## src/rtl/ehbi_pkg.sv

```systemverilog
`default_nettype none
package ehbi_pkg;

	localparam int BYTE_W   = 8;
	localparam int HASH_W   = 28;
	localparam int WORD_W   = 32;
	localparam int NIB_W    = WORD_W - HASH_W;
	localparam int CNT_W    = 32;
	localparam int STEP_W   = $clog2(HASH_W);
	localparam int OUT_DW   = 64;
	localparam int OUT_PAD  = OUT_DW - HASH_W - CNT_W;
	localparam int Q_DEPTH  = 2;
	localparam int Q_PTR_W  = $clog2(Q_DEPTH);
	localparam int Q_CNT_W  = $clog2(Q_DEPTH + 1);

	typedef logic [HASH_W-1:0] hash_t;
	typedef logic [CNT_W-1:0]  count_t;

	typedef struct packed {
		logic  valid;
		hash_t hash;
	} push_t;

	// Folds one byte into the hash: shift by a nibble, add, xor the top
	// nibble back in at bits 7:4, and keep the low 28 bits.
	function automatic hash_t fold_byte(input hash_t h, input logic [BYTE_W-1:0] b);
		logic [WORD_W-1:0] t;
		logic [NIB_W-1:0]  g;
		hash_t             r;
		t = {h, {NIB_W{1'b0}}} + {{(WORD_W-BYTE_W){1'b0}}, b};
		g = t[WORD_W-1 -: NIB_W];
		r = t[HASH_W-1:0];
		r[BYTE_W-1 -: NIB_W] = r[BYTE_W-1 -: NIB_W] ^ g;
		return r;
	endfunction

endpackage
`default_nettype wire

```

## src/rtl/elf_hash_bucket_index.sv

```systemverilog
`default_nettype none
// System V ELF symbol hash with bucket selection. Name bytes arrive one per
// beat on the slave side and are folded at one per cycle while the queue
// has room; a zero byte (not hashed) or a beat with tlast ends the name.
// Each finished hash goes into a two-entry queue, and a divider takes it
// from there, one quotient bit per cycle; its result is presented from a
// done state, with no division when the bucket count is zero. Short names
// are therefore limited by the divider. The master beat carries the hash
// in tdata bits 27:0 and the bucket index in bits 59:28; tuser flags a zero
// bucket count, in which case the index is 0. The bucket count resets to 1
// and is sampled when a hash enters the divider.
module elf_hash_bucket_index (
	input  wire                              clk,
	input  wire                              arst_n,
	input  wire                              cfg_we,
	input  wire  [ehbi_pkg::CNT_W-1:0]       cfg_wdata,
	input  wire                              s_tvalid,
	output logic                             s_tready,
	input  wire  [ehbi_pkg::BYTE_W-1:0]      s_tdata,   // name_byte
	input  wire                              s_tlast,
	output logic                             m_tvalid,
	input  wire                              m_tready,
	output logic [ehbi_pkg::OUT_DW-1:0]      m_tdata,   // hash_value, bucket_index
	output logic                             m_tuser    // zero_buckets
);
	import ehbi_pkg::*;

	count_t bucket_count_q;
	push_t  push;
	logic   q_ready;
	logic   q_valid;
	hash_t  q_hash;
	logic   pop;

	always_ff @(posedge clk or negedge arst_n) begin
		if (!arst_n) begin
			bucket_count_q <= CNT_W'(1);
		end else if (cfg_we) begin
			bucket_count_q <= cfg_wdata;
		end
	end

	ehbi_front u_front (
		.clk      (clk),
		.arst_n   (arst_n),
		.s_tvalid (s_tvalid),
		.s_tready (s_tready),
		.s_tdata  (s_tdata),
		.s_tlast  (s_tlast),
		.q_ready  (q_ready),
		.push     (push)
	);

	ehbi_queue u_queue (
		.clk     (clk),
		.arst_n  (arst_n),
		.push    (push),
		.q_ready (q_ready),
		.q_valid (q_valid),
		.q_hash  (q_hash),
		.pop     (pop)
	);

	ehbi_back u_back (
		.clk          (clk),
		.arst_n       (arst_n),
		.q_valid      (q_valid),
		.q_hash       (q_hash),
		.pop          (pop),
		.bucket_count (bucket_count_q),
		.m_tvalid     (m_tvalid),
		.m_tready     (m_tready),
		.m_tdata      (m_tdata),
		.m_tuser      (m_tuser)
	);

endmodule
`default_nettype wire

```

## src/rtl/ehbi_front.sv

```systemverilog
`default_nettype none
module ehbi_front (
	input  wire                           clk,
	input  wire                           arst_n,
	input  wire                           s_tvalid,
	output logic                          s_tready,
	input  wire  [ehbi_pkg::BYTE_W-1:0]   s_tdata,
	input  wire                           s_tlast,
	input  wire                           q_ready,
	output ehbi_pkg::push_t               push
);
	import ehbi_pkg::*;

	hash_t hash_q;
	hash_t folded;
	logic  beat;
	logic  zero_byte;

	assign s_tready  = q_ready;
	assign beat      = s_tvalid && q_ready;
	assign zero_byte = (s_tdata == '0);
	assign folded    = fold_byte(hash_q, s_tdata);

	always_comb begin
		push.valid = beat && (zero_byte || s_tlast);
		push.hash  = zero_byte ? hash_q : folded;
	end

	always_ff @(posedge clk or negedge arst_n) begin
		if (!arst_n) begin
			hash_q <= '0;
		end else if (beat) begin
			if (zero_byte || s_tlast) begin
				hash_q <= '0;
			end else begin
				hash_q <= folded;
			end
		end
	end

endmodule
`default_nettype wire

```

## src/rtl/ehbi_queue.sv

```systemverilog
`default_nettype none
module ehbi_queue (
	input  wire                   clk,
	input  wire                   arst_n,
	input  ehbi_pkg::push_t       push,
	output logic                  q_ready,
	output logic                  q_valid,
	output ehbi_pkg::hash_t       q_hash,
	input  wire                   pop
);
	import ehbi_pkg::*;

	hash_t                entry_q [Q_DEPTH];
	logic [Q_PTR_W-1:0]   wr_q;
	logic [Q_PTR_W-1:0]   rd_q;
	logic [Q_CNT_W-1:0]   fill_q;
	logic                 do_push;
	logic                 do_pop;

	assign q_ready = (fill_q != Q_CNT_W'(Q_DEPTH));
	assign q_valid = (fill_q != '0);
	assign q_hash  = entry_q[rd_q];
	assign do_push = push.valid && q_ready;
	assign do_pop  = pop && q_valid;

	always_ff @(posedge clk) begin
		if (do_push) begin
			entry_q[wr_q] <= push.hash;
		end
	end

	always_ff @(posedge clk or negedge arst_n) begin
		if (!arst_n) begin
			wr_q   <= '0;
			rd_q   <= '0;
			fill_q <= '0;
		end else begin
			if (do_push) begin
				wr_q <= wr_q + 1'b1;
			end
			if (do_pop) begin
				rd_q <= rd_q + 1'b1;
			end
			if (do_push && !do_pop) begin
				fill_q <= fill_q + 1'b1;
			end else if (do_pop && !do_push) begin
				fill_q <= fill_q - 1'b1;
			end
		end
	end

endmodule
`default_nettype wire

```

## src/rtl/ehbi_back.sv

```systemverilog
`default_nettype none
module ehbi_back (
	input  wire                               clk,
	input  wire                               arst_n,
	input  wire                               q_valid,
	input  ehbi_pkg::hash_t                   q_hash,
	output logic                              pop,
	input  ehbi_pkg::count_t                  bucket_count,
	output logic                              m_tvalid,
	input  wire                               m_tready,
	output logic [ehbi_pkg::OUT_DW-1:0]       m_tdata,
	output logic                              m_tuser
);
	import ehbi_pkg::*;

	localparam logic [1:0] ST_IDLE = 2'd0;
	localparam logic [1:0] ST_DIV  = 2'd1;
	localparam logic [1:0] ST_DONE = 2'd2;
	localparam logic [STEP_W-1:0] STEP_LAST = STEP_W'(HASH_W - 1);

	logic [1:0]        state_q;
	logic [STEP_W-1:0] step_q;
	hash_t             hash_q;
	hash_t             shift_q;
	count_t            div_q;
	count_t            rem_q;
	logic              zero_q;
	logic [CNT_W:0]    trial;
	logic [CNT_W:0]    diff;

	assign pop      = q_valid && ((state_q == ST_IDLE) || ((state_q == ST_DONE) && m_tready));
	assign m_tvalid = (state_q == ST_DONE);
	assign m_tdata  = {{OUT_PAD{1'b0}}, rem_q, hash_q};
	assign m_tuser  = zero_q;
	assign trial    = {rem_q, shift_q[HASH_W-1]};
	assign diff     = trial - {1'b0, div_q};

	always_ff @(posedge clk) begin
		if (pop) begin
			hash_q  <= q_hash;
			shift_q <= q_hash;
			div_q   <= bucket_count;
			rem_q   <= '0;
			step_q  <= '0;
			zero_q  <= (bucket_count == '0);
		end else if (state_q == ST_DIV) begin
			shift_q <= shift_q << 1;
			step_q  <= step_q + 1'b1;
			if (!diff[CNT_W]) begin
				rem_q <= diff[CNT_W-1:0];
			end else begin
				rem_q <= trial[CNT_W-1:0];
			end
		end
	end

	always_ff @(posedge clk or negedge arst_n) begin
		if (!arst_n) begin
			state_q <= ST_IDLE;
		end else begin
			case (state_q)
				ST_IDLE: begin
					if (pop) begin
						state_q <= (bucket_count == '0) ? ST_DONE : ST_DIV;
					end
				end
				ST_DIV: begin
					if (step_q == STEP_LAST) begin
						state_q <= ST_DONE;
					end
				end
				ST_DONE: begin
					if (pop) begin
						state_q <= (bucket_count == '0) ? ST_DONE : ST_DIV;
					end else if (m_tready) begin
						state_q <= ST_IDLE;
					end
				end
				default: begin
					state_q <= ST_IDLE;
				end
			endcase
		end
	end

endmodule
`default_nettype wire

```

## config.mk

```make
export PLATFORM = sky130hd
export DESIGN_NAME = elf_hash_bucket_index
export DESIGN_NICKNAME = d
export VERILOG_FILES = /design/src/rtl/ehbi_pkg.sv /design/src/rtl/elf_hash_bucket_index.sv /design/src/rtl/ehbi_front.sv /design/src/rtl/ehbi_queue.sv /design/src/rtl/ehbi_back.sv
export SDC_FILE = /design/constraint.sdc
export NUM_CORES = 1
export LEC_CHECK = 0
export BUFFER_PORTS_ARGS = -buffer_cell sky130_fd_sc_hd__buf_2
export CAP_MARGIN = 0
export CELL_PAD_IN_SITES_DETAIL_PLACEMENT = 0
export CELL_PAD_IN_SITES_GLOBAL_PLACEMENT = 1
export CORE_MARGIN = 1.5
export CORE_UTILIZATION = 43
export CTS_CLUSTER_DIAMETER = 100
export DETAILED_ROUTE_END_ITERATION = 8
export PLACE_DENSITY_LB_ADDON = 0.2
export SYNTH_ARGS = -nofsm -noshare
export SYNTH_HDL_FRONTEND = slang
export SYNTH_HIERARCHICAL = 1
export SYNTH_SLANG_ARGS = --single-unit
```

## constraint.sdc

```tcl
create_clock -name clk -period 3.9 [get_ports clk]
set_clock_uncertainty 0.05 [all_clocks]
set_input_delay 0.195 -clock clk [delete_from_list [all_inputs] [get_ports clk]]
set_output_delay 0.195 -clock clk [all_outputs]
set_load 0.05 [all_outputs]
```

* Word level (Yosys, flattened, before mapping) *
Memories as Yosys holds them, arrays and structs flattened.
Cells that the tools add are included.
Widths: inputs -> output; s select.

cells by class
  reductions and logical operators = 19
  divide/modulo/power cells = 0
  muxes and demuxes = 15
  equality and inequality tests = 7
  add/sub/neg operators = 7
  $mul = 0
  shift operators = 0
  bitwise logic cells = 1
  $lt $le $gt $ge = 0

operator list
  kind                 count
  $mux 28              4
  $sub 33x32->33       1
  $add 32x8->32        1
  $logic_not 32->1     1
  $mux 32              1
  $mux 2               7
  $logic_and 1x1->1    8
  $logic_not 8->1      1
  $ne 2x2->1 const B   3
  $pmux 2 s3           1
  $reduce_bool 2->1    3
  $add 5x1->5 const B  1
  $eq 5x5->1 const B   1
  $xor 4x4->4          1
  $ne 3x1->1 const B   1
  $reduce_and 3->1     1
  $add 1x1->1 const B  2
  $add 2x1->2 const B  1
  $eq 2x1->1 const B   1
  $eq 2x2->1 const B   1
  $logic_not 1->1      2
  $logic_not 2->1      1
  $logic_or 1x1->1     2
  $mux 1               2
  $sub 2x1->2 const B  1

word-level totals
  bits in read-only memories = 0
  bits in registers = 192
  memories = 1
  output and inout bits = 67
  RAM bits = 56
  bits in latches = 0

memory list
  memory           words  bits a word  read ports  clocked after Yosys merged registers in  wr ports  RTL line          source
  u_queue.entry_q  2      28           1           0                                        1         ehbi_queue.sv:13  hash_t entry_q [Q_DEPTH];

* Depth between registers and ports, before layout *
Gate-level depths: netlist of the first run.

  depth after elaboration = 8
  depth in mapped cells = 13
  mapped depth without buffers = 12

* By module *
The synthesis of the first run kept the hierarchy.

modules (own cells, without submodules)
  module                 area an instance (um2)  seq. area each (um2)  cells an instance  times used
  ehbi_back              6,540.0                 3,463.3               662                1
  ehbi_queue             2,262.2                 1,781.7               105                1
  ehbi_front             1,979.4                 700.7                 240                1
  elf_hash_bucket_index  1,346.3                 802.0                 68                 1

* Worst setup path after synthesis of the first run *
Ideal clock, no wire load.

  path type = register to register
  start = register u_queue.fill_q[0]
  end = register u_queue.fill_q[1]
  period minus slack after synthesis = 4.100 ns
  buffers on the path = 1
  stages on the path, launching flop included = 10
  data required time = 3.771 ns
  arrival = 3.971 ns
  setup slack = -0.200 ns
  library setup time = 0.079 ns
  path through = dfrtp_1 -> or2_1 -> or3b_2 -> clkinv_1 -> clkbuf_1 -> nand2_1 -> ha_1 -> xor2_1 -> nor2_1 -> xor2_1

on the way
  elaborated cells between the ends (all ways) = 16
  those cells by class = 2 x add/sub; 1 x eq/ne; 2 x mux; 11 x reduce/logical

RTL lines
  element                                      RTL line                     source
  from (decl)                                  ehbi_queue.sv:16             logic [Q_CNT_W-1:0] fill_q;
  from (signal assigned)                       ehbi_queue.sv:45             fill_q <= fill_q + 1'b1;
  from (signal assigned)                       ehbi_queue.sv:47             fill_q <= fill_q - 1'b1;
  $reduce_bool 2->1 (*)                        ehbi_queue.sv:21             assign q_valid = (fill_q != '0);
  via q_valid                                  elf_hash_bucket_index.sv:31  logic q_valid;
  $logic_and 1x1->1 (*)                        ehbi_back.sv:31              assign pop = q_valid && ((state_q == ST_IDLE) || ((state_q == ST_DONE) && m_tready));
  via pop                                      elf_hash_bucket_index.sv:33  logic pop;
  $logic_and 1x1->1 (*)                        ehbi_queue.sv:24             assign do_pop = pop && q_valid;
  $logic_not 1->1                              ehbi_queue.sv:44             if (do_push && !do_pop) begin
  $logic_and 1x1->1                            ehbi_queue.sv:44
  $mux 2 or $reduce_bool 2->1 (tied branches)  --

Mark *: on every way through the listed nets, which the timed path passes. The rest lies on a longest branch. The select of a mux whose other input is x is not followed.
A chain may end at the register's enable or synchronous reset.

* Final worst setup path of the first run *
  start = register u_back.shift_q[27]
  end = register u_back.rem_q[15]

on the way
  cells in the longest elaborated chain, start to end = 2

RTL lines
  element                 RTL line         source
  from (decl)             ehbi_back.sv:24  hash_t shift_q;
  from (signal assigned)  ehbi_back.sv:41  shift_q <= q_hash;
  from (signal assigned)  ehbi_back.sv:47  shift_q <= shift_q << 1;
  $sub 33x32->33          ehbi_back.sv:36  assign diff = trial - {1'b0, div_q};
  $mux 32                 ehbi_back.sv:49  if (!diff[CNT_W]) begin
  to (signal assigned)    ehbi_back.sv:50  rem_q <= diff[CNT_W-1:0];
  to (signal assigned)    ehbi_back.sv:52  rem_q <= trial[CNT_W-1:0];
  to (decl)               ehbi_back.sv:26  count_t rem_q;

Every way passes these cells.

==> results of run 1 <==
==> power by group <==
part,internal (W),switching [W]
Sequential,0.00369,0.000542
Combinational,0.00188,0.00325
Clock,0.00171,0.00106
Total,0.00727,0.00485
==> Yosys cell counts, types with 4 or more instances <==
| cell | instances | area, sq um |
|---|---|---|
| a21oi_1 | 80 | 400 |
| a21o_1 | 14 | 105 |
| nand3_1 | 7 | 35.0 |
| buf_4 | 9 | 67.6 |
| nor3_1 | 14 | 70.1 |
| nand4_1 | 13 | 81.3 |
| o211ai_1 | 6 | 45.0 |
| xnor2_1 | 42 | 368 |
| o21ai_0 | 40 | 200 |
| a32oi_1 | 9 | 78.8 |
| ha_1 | 38 | 475 |
| inv_1 | 41 | 154 |
| o31ai_1 | 4 | 30.0 |
| nand2b_1 | 9 | 56.3 |
| clkbuf_1 | 31 | 116 |
| o21ai_1 | 36 | 180 |
| a22o_1 | 4 | 35.0 |
| nand2_1 | 175 | 657 |
| nor4b_1 | 4 | 35.0 |
| nor2_1 | 68 | 255 |
| mux2_4 | 40 | 601 |
| buf_2 | 6 | 30.0 |
| nor3b_1 | 4 | 30.0 |
| xor2_1 | 27 | 236 |
| mux2i_1 | 6 | 60.1 |
| buf_6 | 4 | 45.0 |
| nor2b_1 | 8 | 50.1 |
| nor4_1 | 13 | 81.3 |
| dfxtp_1 | 37 | 741 |
| dfrtp_1 | 65 | 1630 |
| mux2_2 | 24 | 270 |
| edfxtp_1 | 145 | 4350 |
==> kinds of logic after synthesis <==
logic type / Yosys count / synth area share
adder cells (fa/ha/maj): 40 / 0.0425
buffers and inverters: 96 / 0.0405
flip-flops: 248 / 0.556
multiplexers: 70 / 0.0768
XOR/XNOR: 70 / 0.0512
AO/OA/AOI/OAI: 213 / 0.105
other: 1 / 0.000309
AND/OR/NAND/NOR: 337 / 0.128
==> stage by stage <==
stage          total power, W  setup slack (ns)
2_1_floorplan         0.00821             0.887
3_3_place_gp          0.00937             0.716
3_5_place_dp          0.00941             0.624
4_1_cts                0.0122             0.618
5_1_grt                0.0130             0.309
6_report               0.0121             0.639
==> path summary, 6_finish.rpt <==
| check | depth (start not counted) | startpoint | end | slack [ns] |
|---|---|---|---|---|
| max in group asynchronous | 2 | arst_n | bucket_count_q[12]$_DFFE_PN0P_ | 2.94 |
| max reg2reg | 12 | u_back/shift_q[27]$_DFFE_PP_ | u_back/rem_q[15]$_SDFFE_PN0P_ | 0.64 |
| max | 12 | u_back/shift_q[27]$_DFFE_PP_ | u_back/rem_q[15]$_SDFFE_PN0P_ | 0.64 |
| min reg2reg | 2 | u_back/rem_q[6]$_SDFFE_PN0P_ | u_back/rem_q[6]$_SDFFE_PN0P_ | 0.43 |
| min in group asynchronous | 2 | arst_n | u_front/hash_q[23]$_DFFE_PN0P_ | 0.27 |
| min | 3 | s_tlast | u_front/hash_q[8]$_DFFE_PN0P_ | 0.06 |
==> routing by layer <==
layer  share of wire  GRT usage  vias to the layer above
met5               0          0                        -
li1                -          -                     4102
met1            0.44      0.239                     3988
met4           0.026     0.0595                        0
met3           0.037     0.0257                       48
met2            0.50      0.325                      156
==> cell type report <==
cell class,count,share of cell area
Tap cell,378,0.0329
Inverter,42,0.0111
Multi-Input combinational cell,734,0.342
Timing Repair Buffer,164,0.0753
Clock inverter,19,0.0162
Sequential cell,248,0.470
Clock buffer,33,0.0523
==> sequential cells by signal (all words and copies together) (netlist names), 2 cells and up <==
register,cells
u_queue/entry_q,56
bucket_count_q,32
u_back/div_q,32
u_back/rem_q,32
u_back/hash_q,28
u_back/shift_q,28
u_front/hash_q,28
u_back/step_q,5
u_back/state_q,2
u_queue/fill_q,2
==> worst max-delay path, delay by kind of cell, from the launching register on <==
family | cells | cell delay, ns
simple gates | 2 | 0.34
mux | 1 | 0.22
fa+ha+maj | 2 | 0.63
flops | 1 | 0.34
xor+xnor | 1 | 0.34
buf+inv | 2 | 0.30
compound gates | 4 | 0.85
==> summary.txt, run 1 <==
Place
  • Placed cells: 1524
  • I/O Buffers: 108
  • Hpwl dp: 18.2 mm
  • Placed Area: 13000 sq um
  • Placer Congestion: 0.854

Setup path
  • Critical path arrival: 3.60 ns
  • CP max-delay cell: o41ai_4
  • Setup CP Type: flop to flop
  • Largest stage delay, worst path: 0.44 ns
  • CP cell instances: inv_1 -> ha_1 -> fa_1 -> nand2b_1 -> a21oi_1 -> nor2_1 -> o41ai_4 -> o41ai_4 -> xor2_4 -> buf_12 -> mux2i_1 -> o21ai_1
  • Critical path's most frequent cell: o41ai_4
  • Worst Setup End Kind: flop
  • Critical Path Fanout Max: 40
  • Worst EP required: 4.24 ns
  • Critical Path Source Type: flop

STA
  • RSZ-0062 raised after global routing: false
  • Hold WS: 0.0555 ns
  • Normalized max-slew margin: 0.273
  • Final min period: between 3 and 4 ns
  • Measured slew at the worst slew-check pin: ~1.1 ns
  • Final setup viols: 0
  • Hold Fails Final Rpt: 0
  • Final Cycle Share: 0.836
  • TNS Setup: 0 ns
  • Final Max Slew Viols: 0
  • Fmax: 307 MHz

Final layout
  • Fillcell total: roughly 2600
  • Finished Layout Cells: about 1600
  • Design area: around 14000 sq um
  • Area Growth Syn to Fin: 18.4%
  • Share of layout cells above drive strength 1: 0.202
  • Final Util: 0.517
  • Fin nets: 1304
  • Most common cell after layout, fill and taps aside: nand2_1
  • Antenna diode instance count: 0
  • Seq. cell area: 6750 sq um
  • Multi-input combinational cell area: slightly below 5000 sq um
  • Most frequent cells in the layout: 175 x nand2_1, 145 x edfxtp_1, 107 x buf_2

Clocking
  • Total setup buffers inserted after CTS: 0
  • CTS Buf Count: 28
  • Clk sinks: ~250
  • Insertion delay to the later sink of the worst-skew pair: about 0.54 ns
  • CTS hold repair buffers: 42
  • Clk slew on worst S/H paths: 0.06 ns
  • Post_cts resized: 0
  • CTS tree: done
  • Max Buffers Root-to-Sink: 3
  • Htree depth: 1
  • Clk root buf: clkbuf_16

Hold path
  • Hold Path Class: primary input to flop

Synthesis
  • Share of synthesized registers carrying an async set or reset: 0.266
  • Register area share after synthesis: 0.556
  • #FFs+latches synth: approximately 250
  • Synth warn: 6
  • Netlist cell types: between 60 and 70
  • Mapped Cells: 1075
  • Synth Flop Type: edfxtp_1
  • Number of synthesized flops with an enable pin: 145
  • Syn avg cell area: approximately 11 sq um
  • Mapped cell area: between 10000 and 15000 sq um

Status
  • Result of the run: finished clean

Floorplan
  • Initial Utilization: 0.437
  • Die Ht: 171 microns
  • Io pins: 113
  • Die width: between 150 and 200 microns
  • FP Rows: just over 60
  • Core area: between 20000 and 30000 sq um
  • Die area: 29200 sq um

Global routing
  • Tot GR Track Use: 0.186
  • Grt ovf: 0
  • Largest net degree at the start of global routing: 67
  • Antenna violations before repair: 0
  • Vias in the first global route: about 8200
  • Global-route wire length before repair: 43.1 mm

Routing
  • Residual DRC: 0
  • 1st-pass router iterations: 5
  • Total number of vias: 8294
  • Drt initial violations: approximately 430
  • Vias per std cell: 5.13
  • Routed len/inst: roughly 16 microns
  • ANT nets after route: 0
  • Routed Wire Length: between 20 and 30 mm

Pwr
  • PwrDens: approximately 840 nW/um^2
  • Leakage: ~6 nW
  • IR Drop Worst-Case VDD: 0.000409 V

Run
  • Max-cap violation count: 0
Note: power is estimated with default switching activity, not from simulation.
==> run 2, diff against run 1 <==
- clock period: 3.9 -> 3 ns (I/O delays scaled with it)
==> run 2 against run 1 <==
Compared with the run above: the flow now finishes with violations (negative setup slack); non-clock buffer count up 38; hold slack improved by 0.0039 ns; via count grew 1.6%; setup slack got worse by 0.65 ns; core utilization is 1.7 points higher; maximum frequency rose by 8.3%; register-to-register slack lost 0.65 ns; total power is 36% higher; critical path depth shrank 2; critical path type unchanged; critical endpoint is now u_back/rem_q[0]$_SDFFE_PN0P_; largest power group unchanged; highest routed layer unchanged.
==> summary.txt, run 2 (synthesis results as in run 1) <==
Status
  • Result of the run: complete, but fails checks
  • Failing checks: negative setup slack

STA
  • Final setup margin: -0.0113 ns
  • Fmax: 332 MHz
  • Final min period: around 3.0 ns
  • Hold WS: about 0.059 ns
  • RSZ-0062 raised after global routing: true
  • Hold Fails Final Rpt: 0
  • Final Cycle Share: 1.00
  • Measured slew at the worst slew-check pin: ~1.2 ns
  • Normalized max-slew margin: 0.221
  • Final Max Slew Viols: 0
  • Final setup viols: 3

Final layout
  • Design area: 14800 sq um
  • Most common cell after layout, fill and taps aside: nand2_1
  • Fin nets: 1343
  • Area Growth Syn to Fin: 22.3%
  • Most flop-heavy register: u_queue/entry_q
  • Most frequent cells in the layout: 175 x nand2_1, 145 x edfxtp_1, 107 x buf_2
  • Share of layout cells above drive strength 1: 0.242
  • Largest register FFs: 56
  • Antenna diode instance count: 0

Pwr
  • Int Power: 0.00986 W
  • Switching power: 0.00667 W
  • Leakage: approximately 6.2 nW
  • Share of power burned in registers: 0.332
  • Net Sw Frac: 0.403
  • Pwr Total: about 0.017 W
  • PwrDens: approximately 1100 nW/um^2
  • Combinational Power Share: 0.464
  • IR Drop Worst-Case VDD: between 0.0005 and 0.0006 V
  • Clk pwr share: 0.204

Global routing
  • Antenna violations before repair: 0
  • Met1 Use GR: 0.248
  • Grt ovf: 0
  • Vias in the first global route: around 8300
  • Busiest grt layer: met2
  • Met3 Track Usage GR: 0.0245
  • Largest net degree at the start of global routing: 67
  • M2 GR Usage: 0.331
  • Tot GR Track Use: 0.188
  • Global-route wire length before repair: 43.6 mm

Hold path
  • Hold Path Class: primary input to flop

Floorplan
  • Die width: around 170 microns
  • Die Ht: about 170 microns
  • Io pins: 113
  • Die area: a little under 30000 sq um
  • FP Rows: 61
  • Initial Utilization: 0.437
  • Core area: 27800 sq um

Setup path
  • Worst Setup End Kind: flop
  • Critical Path Source Type: flop
  • Setup CP Type: flop to flop
  • Critical path arrival: 3.31 ns
  • Critical Path Fanout Max: 20
  • Worst EP required: 3.30 ns

Clocking
  • Clk slew on worst S/H paths: 0.06 ns
  • Max Buffers Root-to-Sink: 3
  • Clk root buf: clkbuf_16
  • Clk sinks: between 200 and 250
  • CTS Buf Count: 28
  • Htree depth: 1
  • CTS tree: done
  • Insertion delay to the later sink of the worst-skew pair: 0.54 ns

Place
  • Placed Area: about 13000 sq um
  • Hpwl dp: between 15 and 20 mm
  • I/O Buffers: 108
  • Placer Congestion: ~0.88
  • Pre-CTS setup slack: -0.0733 ns

Routing
  • Total number of vias: ~8400
  • 1st-pass router iterations: 5
  • Drt initial violations: 380
  • Routed Wire Length: 28.0 mm
  • Vias per std cell: about 5.1
  • ANT nets after route: 0
  • Residual DRC: 0
  • Routed len/inst: 16.9 microns

Run
  • Max-cap violation count: 0
==> run 2: final timing paths <==
| path | endpoint | start | cells past startpoint | slack, ns |
|---|---|---|---|---|
| max | u_back/rem_q[0]$_SDFFE_PN0P_ | u_back/rem_q[20]$_SDFFE_PN0P_ | 10 | -0.01 |
| min | u_queue/wr_q$_DFFE_PN0P_ | s_tvalid | 5 | 0.06 |
| max reg2reg | u_back/rem_q[0]$_SDFFE_PN0P_ | u_back/rem_q[20]$_SDFFE_PN0P_ | 10 | -0.01 |
| min reg2reg | u_back/rem_q[21]$_SDFFE_PN0P_ | u_back/rem_q[21]$_SDFFE_PN0P_ | 2 | 0.43 |
| max in group asynchronous | bucket_count_q[4]$_DFFE_PN0P_ | arst_n | 2 | 2.03 |
| min in group asynchronous | u_front/hash_q[24]$_DFFE_PN0P_ | arst_n | 2 | 0.24 |
==> run 2: timing repair <==
action                                 CTS  global route
pin swaps                                3             1
setup endpoints to repair               29            31
buffers inserted                         0             4
hold buffers                            43             0
endpoints found under the hold margin  112             0
gates resized for setup                  2            29
cloned                                   0             4
==> run 2: critical path, cell delays in order (launching register included) <==
cell and delay (ns):
dfxtp_1 0.36, ha_1 0.31, nand4_1 0.13, or4_4 0.58, o41ai_4 0.47, o41ai_4 0.13, xor2_4 0.30, buf_12 0.21
nor2_1 0.05, a21oi_1 0.11, o22ai_1 0.09
==> run 2: area by class of cell <==
type | instances | area [sq um]
Fill cell | 2522 | 13000
Sequential cell | 248 | 6760
Multi-Input combinational cell | 735 | 5090
Timing Repair Buffer | 202 | 1430
Clock buffer | 39 | 793
Tap cell | 378 | 473
Inverter | 42 | 159
Clock inverter | 13 | 126
==> run 2: power groups by stage <==
stage / sequential (W) / clock [W] / combinational (W)
floorplan: 0.00626 / 0 / 0.00442
global placement: 0.00552 / 0 / 0.00699
detailed placement: 0.00553 / 0 / 0.00706
CTS: 0.00547 / 0.00346 / 0.00715
global route: 0.00560 / 0.00359 / 0.00841
finish: 0.00549 / 0.00337 / 0.00767
==> run 2: layer usage <==
layer / vias up / wire (microns)
li1: 4170 / -
met4: 0 / 408
met3: 25 / 998
met2: 155 / 14000
met1: 4073 / 12500
met5: - / 0
==> run 2: stage by stage <==
step	std cells	util	TNS (ns)
4_1_cts	1649	0.525	0
3_3_place_gp	1554	0.475	-0.000740
2_1_floorplan	1078	-	-0.00287
3_5_place_dp	1554	0.475	-0.773
5_1_grt	1657	0.534	-2.05
6_report	1657	0.534	-0.0126
